<file path="config.mk">
export PLATFORM = sky130hd
export DESIGN_NAME = debounced_key_event_fifo
export DESIGN_NICKNAME = d
export VERILOG_FILES = /design/src/design/dkef_pkg.sv /design/src/design/debounced_key_event_fifo.sv /design/src/design/dkef_debounce.sv /design/src/design/dkef_ring.sv
export SDC_FILE = /design/constraint.sdc
export NUM_CORES = 1
export LEC_CHECK = 0
export ABC_AREA = 1
export BUFFER_PORTS_ARGS = -buffer_cell sky130_fd_sc_hd__clkbuf_2
export CORE_UTILIZATION = 50
export DETAILED_ROUTE_END_ITERATION = 10
export GPL_ROUTABILITY_DRIVEN = 0
export PLACE_DENSITY = 0.73
export SYNTH_ARGS = -nofsm -noshare
export SYNTH_HDL_FRONTEND = slang
export SYNTH_HIERARCHICAL = 1
export SYNTH_SLANG_ARGS = --single-unit
export TNS_END_PERCENT = 1
</file>
<file path="constraint.sdc">
create_clock -name clk -period 7.5 [get_ports clk]
set_input_delay 1.125 -clock clk [delete_from_list [all_inputs] [get_ports clk]]
set_output_delay 1.125 -clock clk [all_outputs]
set_load 0.005 [all_outputs]
</file>
<file path="src/design/dkef_pkg.sv">
// Shared types and constants for the debounced key event FIFO.
// No dependencies; imported by every module of the block.
package dkef_pkg;

	localparam int TICK_W     = 32;
	localparam int DEBOUNCE_W = 16;

	localparam logic [DEBOUNCE_W-1:0] DEBOUNCE_RESET = 16'd20;

	// request opcodes
	localparam logic OP_EDGE = 1'b0;
	localparam logic OP_READ = 1'b1;

	typedef struct packed {
		logic              op;
		logic [TICK_W-1:0] now_tick;
		logic              level;
	} req_t;

	typedef struct packed {
		logic              edge_accepted;
		logic              event_dropped;
		logic              read_valid;
		logic              read_state;
		logic              events_waiting;
		logic              led_drive;
		logic [TICK_W-1:0] drop_total;
	} rsp_t;

	// control from the top level into the ring
	typedef struct packed {
		logic step;   // request moves into the result register this cycle
		logic push;   // accepted key edge
		logic pop;    // read request
		logic level;  // key level to store
	} ring_ctl_t;

	// ring status for the request in flight
	typedef struct packed {
		logic dropped;
		logic rd_ok;
		logic waiting;
	} ring_sts_t;

endpackage

</file>
<file path="src/design/debounced_key_event_fifo.sv">
// Top level of the debounced key event FIFO: request register, result register
// and handshakes. Depends on dkef_pkg, dkef_debounce and dkef_ring.

// Each request is either a key edge or a read. A key edge is kept when its tick
// is not before the last kept tick plus debounce_ticks (signed 32-bit wrap
// compare) and its level differs from the last kept level; a kept edge sets
// the LED to the inverted level and is pushed into a QUEUE_DEPTH-slot ring
// that leaves one slot free, so QUEUE_DEPTH-1 events fit. A push into a full
// ring is dropped and counted in drop_total. A read pops the oldest event or
// reports an empty ring. Exactly one response is produced per request.
// Throughput: one request per clock unless rsp_ready holds off the result
// register. A request passes through the request register and then the result
// register, where its response becomes valid; the debounce compare, pointer
// update and event memory access all sit in the single stage between them.
// The event memory is not cleared after reset and needs no clearing pass; only
// entries already written are ever read.
// cfg_we writes debounce_ticks (reset 20) and is meant for idle periods only.
module debounced_key_event_fifo #(
	parameter int QUEUE_DEPTH = 64
) (
	input  logic                              clk,
	input  logic                              arst_n,
	input  logic                              cfg_we,
	input  logic [dkef_pkg::DEBOUNCE_W-1:0]   cfg_wdata,
	input  logic                              req_valid,
	output logic                              req_ready,
	input  dkef_pkg::req_t                    req,
	output logic                              rsp_valid,
	input  logic                              rsp_ready,
	output dkef_pkg::rsp_t                    rsp
);
	import dkef_pkg::*;

	// request register
	logic  valid_s1;
	req_t  req_s1;
	logic  adv;          // request moves into the result register

	// result register
	logic              valid_s2;
	logic              acc_s2, drop_s2, rvalid_s2, wait_s2, led_s2;
	logic [TICK_W-1:0] total_s2;
	logic              rd_state_s2;

	logic              accept, led_next;
	ring_ctl_t         ring_ctl;
	ring_sts_t         ring_sts;
	logic [TICK_W-1:0] drop_total;

	// result register frees up when empty or being drained
	assign adv       = valid_s1 && (!valid_s2 || rsp_ready);
	assign req_ready = !valid_s1 || adv;

	always_ff @(posedge clk or negedge arst_n) begin
		if (!arst_n) begin
			valid_s1 <= 1'b0;
		end else if (req_ready) begin
			valid_s1 <= req_valid;
		end
	end

	always_ff @(posedge clk) begin
		if (req_valid && req_ready) begin
			req_s1 <= req;
		end
	end

	dkef_debounce u_debounce (
		.clk       (clk),
		.arst_n    (arst_n),
		.cfg_we    (cfg_we),
		.cfg_wdata (cfg_wdata),
		.step      (adv),
		.item      (req_s1),
		.accept    (accept),
		.led_next  (led_next)
	);

	assign ring_ctl.step  = adv;
	assign ring_ctl.push  = accept;
	assign ring_ctl.pop   = (req_s1.op == OP_READ);
	assign ring_ctl.level = req_s1.level;

	dkef_ring #(
		.QUEUE_DEPTH (QUEUE_DEPTH)
	) u_ring (
		.clk         (clk),
		.arst_n      (arst_n),
		.ctl         (ring_ctl),
		.sts         (ring_sts),
		.drop_total  (drop_total),
		.rd_state_s2 (rd_state_s2)
	);

	always_ff @(posedge clk or negedge arst_n) begin
		if (!arst_n) begin
			valid_s2 <= 1'b0;
		end else if (adv) begin
			valid_s2 <= 1'b1;
		end else if (rsp_ready) begin
			valid_s2 <= 1'b0;
		end
	end

	always_ff @(posedge clk) begin
		if (adv) begin
			acc_s2    <= accept;
			drop_s2   <= ring_sts.dropped;
			rvalid_s2 <= ring_sts.rd_ok;
			wait_s2   <= ring_sts.waiting;
			led_s2    <= led_next;
			total_s2  <= drop_total;
		end
	end

	assign rsp_valid          = valid_s2;
	assign rsp.edge_accepted  = acc_s2;
	assign rsp.event_dropped  = drop_s2;
	assign rsp.read_valid     = rvalid_s2;
	assign rsp.read_state     = rd_state_s2;
	assign rsp.events_waiting = wait_s2;
	assign rsp.led_drive      = led_s2;
	assign rsp.drop_total     = total_s2;

	// a full ring can never look empty after a drop
	a_drop_keeps_events: assert property (@(posedge clk) disable iff (!arst_n)
		adv && ring_sts.dropped |-> ring_sts.waiting)
		else $error("drop reported with empty ring");

	// a drop changes the reported drop counter
	a_drop_counts: assert property (@(posedge clk) disable iff (!arst_n)
		adv && ring_sts.dropped |=> rsp.drop_total != $past(rsp.drop_total)
		|| !$past(valid_s2))
		else $error("drop counter did not move on drop");

	// edge and read results never mix
	a_op_exclusive: assert property (@(posedge clk) disable iff (!arst_n)
		valid_s2 && (rvalid_s2 || rd_state_s2) |-> !acc_s2 && !drop_s2)
		else $error("read and edge result in one response");

	// stalled request register holds its contents
	a_s1_hold: assert property (@(posedge clk) disable iff (!arst_n)
		valid_s1 && !adv |=> valid_s1 && $stable(req_s1))
		else $error("request register lost a stalled request");

	// back-pressure only when both registers are full and blocked
	a_ready_low: assert property (@(posedge clk) disable iff (!arst_n)
		!req_ready |-> valid_s1 && valid_s2 && !rsp_ready)
		else $error("request side stalled without cause");

endmodule

</file>
<file path="src/design/dkef_debounce.sv">
// Debounce and level-change filter with the last accepted edge and LED state.
// Depends on dkef_pkg.
module dkef_debounce (
	input  logic                               clk,
	input  logic                               arst_n,
	input  logic                               cfg_we,
	input  logic [dkef_pkg::DEBOUNCE_W-1:0]    cfg_wdata,
	input  logic                               step,
	input  dkef_pkg::req_t                     item,
	output logic                               accept,
	output logic                               led_next
);
	import dkef_pkg::*;

	logic [DEBOUNCE_W-1:0] debounce_q;
	logic [TICK_W-1:0]     last_tick_q;
	logic [TICK_W-1:0]     limit_q;      // last_tick_q + debounce_q, kept ready
	logic                  prev_level_q;
	logic                  led_q;
	logic [TICK_W-1:0]     diff;

	// wrap-safe: edge is early when now - limit is negative
	assign diff     = item.now_tick - limit_q;
	assign accept   = (item.op == OP_EDGE) && !diff[TICK_W-1] && (item.level != prev_level_q);
	assign led_next = accept ? ~item.level : led_q;

	always_ff @(posedge clk or negedge arst_n) begin
		if (!arst_n) begin
			debounce_q   <= DEBOUNCE_RESET;
			last_tick_q  <= '0;
			limit_q      <= TICK_W'(DEBOUNCE_RESET);
			prev_level_q <= 1'b0;
			led_q        <= 1'b0;
		end else if (cfg_we) begin
			debounce_q <= cfg_wdata;
			limit_q    <= last_tick_q + TICK_W'(cfg_wdata);
		end else if (step && accept) begin
			last_tick_q  <= item.now_tick;
			limit_q      <= item.now_tick + TICK_W'(debounce_q);
			prev_level_q <= item.level;
			led_q        <= ~item.level;
		end
	end

endmodule

</file>
<file path="src/design/dkef_ring.sv">
// Event ring: pointers, one-bit event memory and wrapping drop counter.
// Depends on dkef_pkg.
module dkef_ring #(
	parameter int QUEUE_DEPTH = 64
) (
	input  logic                          clk,
	input  logic                          arst_n,
	input  dkef_pkg::ring_ctl_t           ctl,
	output dkef_pkg::ring_sts_t           sts,
	output logic [dkef_pkg::TICK_W-1:0]   drop_total,
	output logic                          rd_state_s2
);
	import dkef_pkg::*;

	localparam int PTR_W = (QUEUE_DEPTH > 1) ? $clog2(QUEUE_DEPTH) : 1;
	localparam logic [PTR_W-1:0] LAST = PTR_W'(QUEUE_DEPTH - 1);

	logic             mem [QUEUE_DEPTH];
	logic [PTR_W-1:0] wp_q, rp_q, wp_inc, rp_inc, wp_next, rp_next;
	logic [TICK_W-1:0] drop_q;
	logic             full, do_push;

	assign wp_inc  = (wp_q == LAST) ? '0 : wp_q + 1'b1;
	assign rp_inc  = (rp_q == LAST) ? '0 : rp_q + 1'b1;
	assign full    = (wp_inc == rp_q);   // one slot always left empty

	assign do_push     = ctl.push && !full;
	assign sts.dropped = ctl.push && full;
	assign sts.rd_ok   = ctl.pop && (wp_q != rp_q);
	assign wp_next     = do_push ? wp_inc : wp_q;
	assign rp_next     = sts.rd_ok ? rp_inc : rp_q;
	assign sts.waiting = (wp_next != rp_next);
	assign drop_total  = drop_q + TICK_W'(sts.dropped);

	always_ff @(posedge clk or negedge arst_n) begin
		if (!arst_n) begin
			wp_q   <= '0;
			rp_q   <= '0;
			drop_q <= '0;
		end else if (ctl.step) begin
			wp_q   <= wp_next;
			rp_q   <= rp_next;
			drop_q <= drop_total;
		end
	end

	always_ff @(posedge clk) begin
		if (ctl.step && do_push) begin
			mem[wp_q] <= ctl.level;
		end
	end

	// registered read port, lands with the rest of the result
	always_ff @(posedge clk) begin
		if (ctl.step) begin
			rd_state_s2 <= sts.rd_ok ? mem[rp_q] : 1'b0;
		end
	end

endmodule
</file>
# Word-level counts from Yosys, hierarchy flattened
# Memory sizes are Yosys's and may differ from the RTL's. A register that Yosys moved wholly into a read port is not among the register bits.
# Cells that the tools add are included.
[classes] n_eq_ne=6 n_addsub=6 n_mux=11 n_bitwise=3 n_reduce_logical=19
[op_table] cell="adder 32 x 16 -> 32 bit" count=2
[op_table] cell="two-way mux 32 bit" count=2
[op_table] cell="adder 32 x 1 -> 32 bit" count=1
[op_table] cell="subtractor 32 bit" count=1
[op_table] cell="two-way mux 6 bit" count=4
[op_table] cell="adder 6 x 1 -> 6 bit (second input constant)" count=2
[op_table] cell="== test 6 bit (second input constant)" count=2
[op_table] cell="!= test 6 bit" count=2
[op_table] cell="logical AND 1 bit" count=9
[op_table] cell="== test 6 bit" count=1
[op_table] cell="zero test 1 bit" count=5
[op_table] cell="two-way mux 1 bit" count=5
[op_table] cell="nonzero test 2 bit" count=2
[op_table] cell="NOT 1 bit" count=3
[op_table] cell="logical OR 1 bit" count=2
[op_table] cell="AND reduction 2 bit" count=1
[op_table] cell="!= test 1 bit" count=1
[totals] reg_bits=199 inputBits=55 mem_count=1 output_inout_bits=40 ramBits=64
[mem_list] name="u_ring.mem" words=64 word_bits=1 read_ports=1 rd_ports_with_merged_regs=1 wr=1 line_no="dkef_ring.sv:18" text="logic mem [QUEUE_DEPTH];"

# Longest topological paths before layout
# Gate-level depths: netlist of the first run.
[logic_depth] word_depth=8 depth_mapped=30

# Modules after synthesis
# The synthesis of the first run kept the hierarchy.
[by_module_without_submodules] module="dkef_debounce" seq_area_each_um2=2057.0 cells_per_inst=1233 n_inst=1 area_each_um2=7624.8
[by_module_without_submodules] module="dkef_ring" seq_area_each_um2=3052.9 cells_per_inst=718 n_inst=1 area_each_um2=6040.8
[by_module_without_submodules] module="debounced_key_event_fifo" seq_area_each_um2=2182.1 cells_per_inst=89 n_inst=1 area_each_um2=2272.2

# Worst setup path before layout of the first run
# No wires, ideal clock.
[synth_path] path_kind="input-to-reg" startpoint="input rsp_ready" endpoint="memory u_ring.mem[40], enable pin" path_buffers=1 setup_slack_ps=2452 arrival_ps=4748 setup_time_ps=300 required_time_ps=7200 path_stages=7 path_cell_list="inv_2 > a21oi_1 > inv_1 > nor2_8 > buf_6 > nand2_2 > nor2_1"
[synth_via] elab_chain_len=5
[synth_rtl] item="from (decl)" line_no="debounced_key_event_fifo.sv:29" text="input logic rsp_ready,"
[synth_rtl] item="logical OR 1 bit" line_no="debounced_key_event_fifo.sv:51" text="assign adv = valid_s1 && (!valid_s2 || rsp_ready);"
[synth_rtl] item="logical AND 1 bit" line_no="debounced_key_event_fifo.sv:51"
[synth_rtl] item="via adv" line_no="debounced_key_event_fifo.sv:37" text="logic adv;"
[synth_rtl] item="logical AND 1 bit" line_no="dkef_ring.sv:48" text="if (ctl.step && do_push) begin"
[synth_rtl] item="two-way mux 1 bit" line_no="dkef_ring.sv:48"
[synth_rtl] item="two-way mux 1 bit (implied by the code)" line_no="dkef_ring.sv:49" text="mem[wp_q] <= ctl.level;"
[synth_rtl] item="to (decl)" line_no="dkef_ring.sv:18"
# The timed path passes the listed nets, and every way through them passes these cells.

==> impl_results.md, run 1 <==
* Drt pass-1 iters at 7
* Max-cap violations at 0
* Root Buffer: clkbuf_16
* Buf/Inv on CP at 3
* Total Wirelength at 42300 um
* Synthesis warning total at 6
* Slowest-stage cell, CP: dfstp_2
* Critical Path Start: u_debounce/limit_q[2]
* Share of cells above drive strength 1 at 9.72%
* CP arrival at 4.83 ns
* Share of the synthesized area in the top cell type at roughly a quarter
* Post-Syn Area at 15900 sq um
* # DRC at 0
* Clock slew at reported path FFs at 0.06 ns
* CP dominant cell by count: nand2_1
* #FFs+latches synth at around 260
* IO Count at 95
* DIE AREA at 32600 sq um
* Synth top cells by count: nand2_1 (685), inv_1 (218), nor2_1 (192), nand3_1 (174), edfxtp_1 (136)
* Finish-stage setup viols at 0
* Initial antenna violation count at 2
* P&R area growth vs syn at 10.7%
* Yosys cell types at 47
* First-pass GRT wire length at 68600 um
* Most frequent cell after synthesis: nand2_1
* DP Wirelength at 29800 um
* Ys flop type: edfxtp_1
* Max incr delay on CP at 0.54 ns
* Worst hold path startpoint: u_debounce/debounce_q[4]
* Reg2Reg Depth at 26
* Fin. max-slew vios at 0
* Highest net fanout along the worst path at 12
* Wire length per cell at 16.7 um
* Critical Path Sink Type: register
* CP delay by family, top: simple AND/OR/NAND/NOR gates
* Initial Util at 50.6%
* I/O Buffers at 94
* Setup CP Type: register to register
* Mapped Nets at between 2000 and 2500
* Status: finished, final reports clean
* RSZ-0062 raised after global routing: no
* Avg Cell Area, Syn at 7.81 sq um
* Detail-routed via count per cell at 5.52
* Core ar. at ~31000 sq um
* Static Leak at around 0.0084 uW
* Vias in the first global route at 13400
* Die Y at roughly 180 um
* Setup TNS at 0 ns
* RR Startpoint: u_debounce/limit_q[2]
* Clock Sinks at about 260
* Largest area contributor in the netlist: edfxtp_1
* Postcts setup bufs at 0
* Gr usage total at 26.1%
* Cells resized by post-CTS repair at 0
* CTS tree: built
* Setup Skew at 0.0158 ns
* # nets final at 2229
* Chip width at 181 um
* Tmin final at 4.35 ns
* Endpoints failing hold at 0
* Cell count after synthesis at roughly 2000
* Worst VDD drop at roughly 0.00021 V
* Pwr Density at 306 nW/um^2
* Cell Count Post-Placement at 2477
* Area contributors post-synth: edfxtp_1 (26%), dfrtp_1 (19%), nand2_1 (16%), nand3_1 (5.5%), ha_1 (5.2%)
* Crit Reg-Reg Endpoint: u_ring/drop_q[30]
* Hold Crit Class: register to register
* Clk_lat worst skew at 0.57 ns
* EDFF count, synth at 136
* Routed Antenna Nets at 0
* Async S/R FF share, synth at roughly 48%
* CTS max path bufs at 3
* Iter 0 DRT Violations at 1332
* Startpoint Class: register
* Clock buffers created by TritonCTS at 29
* WHS Endpoint: u_debounce/debounce_q[4]
* Row Count at 65
* Post-synthesis sequential area ratio at 45.8%
* Grt ovf at 0
* H-Tree Level Count at 1
* Pin count of the biggest net entering global routing at just over 90
* Achievable Freq at 230 MHz
* FF-to-FF setup slack at roughly 3.1 ns
* Via count at 14000
* Final Non-Filler Cells at around 2500
* Slew Limit Headroom at 31.5%
* Final Cycle Share at 58.0%
* Worst-Margin Slew at 1.03 ns
* CTS Hold Bufs at 0
* Worst hold path depth at 2
* Worst EP required at 7.98 ns
-- worst max path at each step --
stage                        end  slack, ns  depth (start not counted)
5_1_grt        u_ring/drop_q[27]       2.77                         26
4_1_cts        u_ring/drop_q[30]       3.15                         28
3_3_place_gp   u_ring/drop_q[30]       3.33                         26
3_5_place_dp   u_ring/drop_q[30]       3.18                         28
6_report       u_ring/drop_q[30]       3.15                         26
2_1_floorplan     u_ring/mem[40]       2.45                          7
-- state kept, by name, summed over array words and instances (netlist names), 6 cells and up --
| register | flops |
|---|---|
| u_ring/mem | 64 |
| u_ring/rp_q | 6 |
| u_debounce/limit_q | 32 |
| total_s2 | 32 |
| req_s1 | 34 |
| u_ring/wp_q | 6 |
| u_debounce/last_tick_q | 32 |
| u_debounce/debounce_q | 16 |
| u_ring/drop_q | 32 |
-- stage by stage --
stage / util, % / worst slack, ns / hold WS, ns / instance area [sq um] / total power [uW]
floorplan: - / 2.45 / 0.445 / 15900 / 3350
global placement: 52.7 / 3.33 / 0.460 / 16600 / 3790
detailed placement: 52.7 / 3.18 / 0.466 / 16600 / 3850
CTS: 56.0 / 3.15 / 0.472 / 17600 / 5400
global route: 56.0 / 2.77 / 0.501 / 17600 / 5750
finish: 56.0 / 3.15 / 0.476 / 17600 / 5400
-- cell families after synthesis --
| group | share of synthesized area (%) |
|---|---|
| xor+xnor | 2.86 |
| simple gates | 31.3 |
| compound gates | 6.69 |
| mux | 0.0628 |
| flops | 45.8 |
| buf+inv | 7.91 |
| fa+ha+maj | 5.43 |
-- worst reg2reg max path, stage by stage (launching register included) --
cell and delay, ns:
dfstp_2 0.54, inv_1 0.05, ha_1 0.28, a21oi_1 0.14
nand2_1 0.08, nand2_1 0.06, nand2_1 0.08, nand2_1 0.07
nand2_1 0.12, nand2_1 0.14, nand2_1 0.10, nand2_2 0.12
nand3_4 0.12, inv_1 0.33, inv_1 0.08, nor2_1 0.16
ha_1 0.20, ha_1 0.18, nand2_1 0.09, nor2_2 0.15
nand4_1 0.20, nor2_2 0.21, nand4_1 0.21, nor3_2 0.20
xor2_1 0.21, nand2_1 0.06, o21ai_0 0.10
-- metal layers --
metal	wire length [um]	up-vias	global-route usage, %	share of wire [%]
li1	-	6754	-	-
met1	18200	6558	35.8	43
met2	19400	574	42.2	46
met3	3250	95	3.64	7.7
met4	1360	0	9.68	3.2
met5	0	-	0	0
-- placed cells by master, fill, tap and decap left out, drive strengths merged --
master and count:
clkinv 9, dfstp 4, a21oi 49, nor2 202, and2 2, xor2 46, o221ai 11, diode 2
fa 2, xnor2 6, o21bai 9, nand2 697, nor3 37, clkbuf 132, o22ai 5, o21ai 114
nor4 6, buf 9, or2 1, o21a 1, a31oi 1, edfxtp 136, nand3 179, nand4 27
inv 227, nand3b 13, mux2i 1, ha 66, o211ai 4, bufinv 4, dfrtp 124, clkinvlp 5
-- area by class of cell --
class | count | area, sq um
timing repair buffer | 102 | 537
multi-input combinational | 1479 | 7400
fill | 2923 | 13800
antenna | 2 | 5.00
clock inverter | 15 | 205
sequential | 264 | 7290
inverter | 230 | 865
clock buffer | 39 | 833
tap | 402 | 503
-- where the power goes --
part / leakage (uW) / internal (uW) / switching [uW]
Clock: 0.000496 / 920 / 612
Sequential: 0.00292 / 1760 / 248
Combinational: 0.00502 / 620 / 1230
Total: 0.00844 / 3300 / 2090
(Power assumes the default switching activity.)
==> run 2: changes to the inputs <==
--- a/config.mk
+++ b/config.mk
@@ -5,7 +5,7 @@
 export SDC_FILE = /design/constraint.sdc
 export NUM_CORES = 1
 export LEC_CHECK = 0
-export ABC_AREA = 1
+export ABC_AREA = 0
 export BUFFER_PORTS_ARGS = -buffer_cell sky130_fd_sc_hd__clkbuf_2
 export CORE_UTILIZATION = 50
 export DETAILED_ROUTE_END_ITERATION = 10
==> constraint.sdc (replaced) <==
create_clock -name clk -period 4.2 [get_ports clk]
set_input_delay 0.63 -clock clk [delete_from_list [all_inputs] [get_ports clk]]
set_output_delay 0.63 -clock clk [all_outputs]
set_load 0.005 [all_outputs]
==> impl_results.md, run 2 <==
* Status: finished, final reports clean
* # DRC at 0 (unchanged)
* Filler instances at 2412 (-17%)
* Clock slew at reported path FFs at 0.06 ns (about the same)
* Share of the synthesized area in the top cell type at 28.0% (+2.4 points)
* DP Wirelength at 21800 um (-27%)
* Setup Skew at 0.0244 ns (+0.00852 ns)
* Max incr delay on CP at 0.44 ns (-0.10 ns)
* Top flop regs: u_ring/mem: 64 flops, req_s1: 34 flops
* CP cell instances: ha_1 > nand4_4 > nor3_1 > a22oi_2 > o211ai_2 > a22o_2 > or2_4 > inv_2 > nor2_4 > ha_2 > ha_2 > and3_4 > and3_4 > nand4_1 > nor4_2 > buf_4 > nand3_1 > xnor2_1
* Clk_lat worst skew at 0.57 ns (about the same)
* Achievable Freq at 254 MHz (+11%)
* Tmin final at 3.94 ns (-0.414 ns)
* Worst EP required at 4.53 ns (-3.45 ns)
* Hold Crit Class: primary input to asynchronous set/reset pin
* Mapped Nets at 1397 (-35%)
* Endpoints failing hold at 0 (unchanged)
* Buf/Inv on CP at 2 (-1)
* Startpoint Class: register
* Sequential cell area at 7290 sq um (unchanged)
* Largest area contributor in the netlist: edfxtp_1
* #FFs+latches synth at 264 (unchanged)
* Most frequent cell after synthesis: edfxtp_1
* Slowest-stage cell, CP: edfxtp_1
* Drt pass-1 iters at 6 (-1)
* Wire length per cell at 18.1 um (+8.6%)
* Finish-stage setup viols at 0 (unchanged)
* Max-cap violations at 0 (unchanged)
* # diodes at 0 (-2)
* Routed Antenna Nets at 0 (unchanged)
* Highest net fanout along the worst path at 6 (-6)
* IO Count at 95 (unchanged)
* Post-Syn Area at 14600 sq um (-8.6%)
* Slew Limit Headroom at 33.1% (+1.6 points)
* Setup CP Type: register to register
* EDFF count, synth at 136 (unchanged)
* PnR worst setup slack at 0.261 ns (-2.89 ns)
* Core ar. at 28700 sq um (-8.8%)
* Via count at 10100 (-28%)
* Async S/R FF share, synth at 48.5% (unchanged)
* DP Area at 15400 sq um (-7.2%)
* Yosys cell types at 90 (+91%)
* Synthesis warning total at 6 (unchanged)
* Post-Layout Inst Area at 16600 sq um (-5.9%)
* Multi-input gate area at 6810 sq um (-8.0%)
* Clock Sinks at 264 (unchanged)
* H-Tree Level Count at 1 (unchanged)
* Avg Cell Area, Syn at 11.4 sq um (+46%)
* Area contributors post-synth: edfxtp_1 (28%), dfrtp_1 (21%), ha_1 (5.7%), xor2_1 (4.2%), xnor2_1 (3.6%)
* Top reg by flops: u_ring/mem
* DIE AREA at 29800 sq um (-8.5%)
* Chip width at 173 um (-4.4%)
* Total Wirelength at 32400 um (-23%)
* CTS max path bufs at 3 (unchanged)
* Post-Place Worst Slack at 0.0321 ns (-3.15 ns)
* Ys flop type: edfxtp_1
* Synth top cells by count: edfxtp_1 (136), nor2_1 (126), dfrtp_1 (124), nand2_1 (108), xor2_1 (70)
* Iter 0 DRT Violations at 806 (-39%)
* Pwr Density at 574 nW/um^2 (+88%)
* Hold_ws at 0.198 ns (-0.278 ns)
* Static Leak at 0.00686 uW (-19%)
* Root Buffer: clkbuf_16
* Share of cells above drive strength 1 at 21.0% (+11 points)
* Final Cycle Share at 93.8% (+36 points)
* RR Startpoint: req_s1[29]
* # nets final at 1503 (-33%)
* First-pass GRT wire length at 53200 um (-22%)
* Post-synthesis sequential area ratio at 50.1% (+4.3 points)
* Vias in the first global route at 10200 (-24%)
* Row Count at 62 (-4.6%)
* Detail-routed via count per cell at 5.66 (+2.5%)
* Critical Path Sink Type: register
* Max FFs per register at 64 (unchanged)
* Pin count of the biggest net entering global routing at 103 (+13%)
* Worst-Margin Slew at 1.00 ns (-0.0244 ns)
* Worst VDD drop at 0.000408 V (+97%)
* Initial antenna violation count at 2 (unchanged)
* Initial Util at 50.7% (+0.099 points)
* CP arrival at 4.27 ns (-0.56 ns)
* Critical Path Start: req_s1[29]
* CP delay by family, top: simple AND/OR/NAND/NOR gates
* Clock buffers created by TritonCTS at 30 (+3.4%)
* CTS tree: built
* Power consumption at 9520 uW (+76%)
* Most frequent cells in the layout: edfxtp_1 (136), dfrtp_1 (124), nor2_1 (124), nand2_1 (108), clkbuf_2 (93)
* Commonest non-fill, non-tap cell in the layout: edfxtp_1
* Die Y at 173 um (-4.4%)
* Grt ovf at 0 (unchanged)
* Gr usage total at 22.2% (-3.9 points)
* Cell count after synthesis at 1274 (-38%)
* P&R area growth vs syn at 13.9%
* Fin. max-slew vios at 0 (unchanged)
* I/O Buffers at 94 (unchanged)
## run 2: cell count changes in the layout (fill, tap and decap cells not counted), sizes merged, moves of 16 or more
cell / delta
inv: -175
nand3: -127
nand2: -588
nor3: -28
nor2: -76
buf: +34
mux2i: +21
xor2: +24
a31oi: +16
and3: +25
o21ai: -72
mux2: +55
mux4: +20
xnor2: +55
## run 2: path summary, 6_finish.rpt
path,depth (start not counted),slack (ns),endpoint
worst max-delay path,18,0.26,total_s2[30]
worst min-delay path,1,0.20,u_debounce/last_tick_q[16]
worst max register to register,18,0.26,total_s2[30]
worst min register to register,1,0.49,u_debounce/last_tick_q[0]
max in group asynchronous,2,3.01,u_ring/drop_q[16]
min in group clk,1,0.23,req_s1[28]
## run 2: cells by family (layout without fill, tap and decap cells)
family,Yosys count,count (layout),share of synthesized area [%]
compound gates,200,200,9.88
simple gates,401,401,13.5
xor+xnor,131,131,7.93
flops,264,264,50.1
fa+ha+maj,68,68,5.95
mux,97,97,8.86
buf+inv,113,243,3.78
## run 2: metal layers
layer	routed length, um	track usage, %	share of wire [%]	up-vias
li1	-	-	-	4811
met1	14600	30.9	45	4981
met2	15100	35.5	47	267
met3	1720	3.45	5.3	61
met4	896	7.41	2.8	0
met5	0	0	0	-
## run 2: stage by stage
step	util [%]	std cells	TNS [ns]
floorplan	-	1274	0
global placement	53.6	1718	0
detailed placement	53.6	1718	0
CTS	57.2	1774	0
global route	57.8	1788	-0.0113
finish	57.8	1788	0
## run 2: what timing repair did
action / in CTS / in global routing
buffers inserted: 0 / 14
gates resized for setup: 0 / 16
endpoints found under the setup margin: 0 / 24
hold buffers: 0 / 0
## run 2: final cells by class
type	count	share of cell area, %
inverter	51	1.17
timing repair buffer	136	4.85
tap	384	2.90
multi-input combinational	897	41.0
clock buffer	39	5.22
clock inverter	17	0.875
sequential	264	44.0
## run 2: where the power goes
group / leakage, uW / internal, uW / switching [uW] / total (uW)
sequential: 0.00289 / 3190 / 354 / 3540
combinational: 0.00347 / 1480 / 1890 / 3370
clock: 0.000500 / 1520 / 1090 / 2610
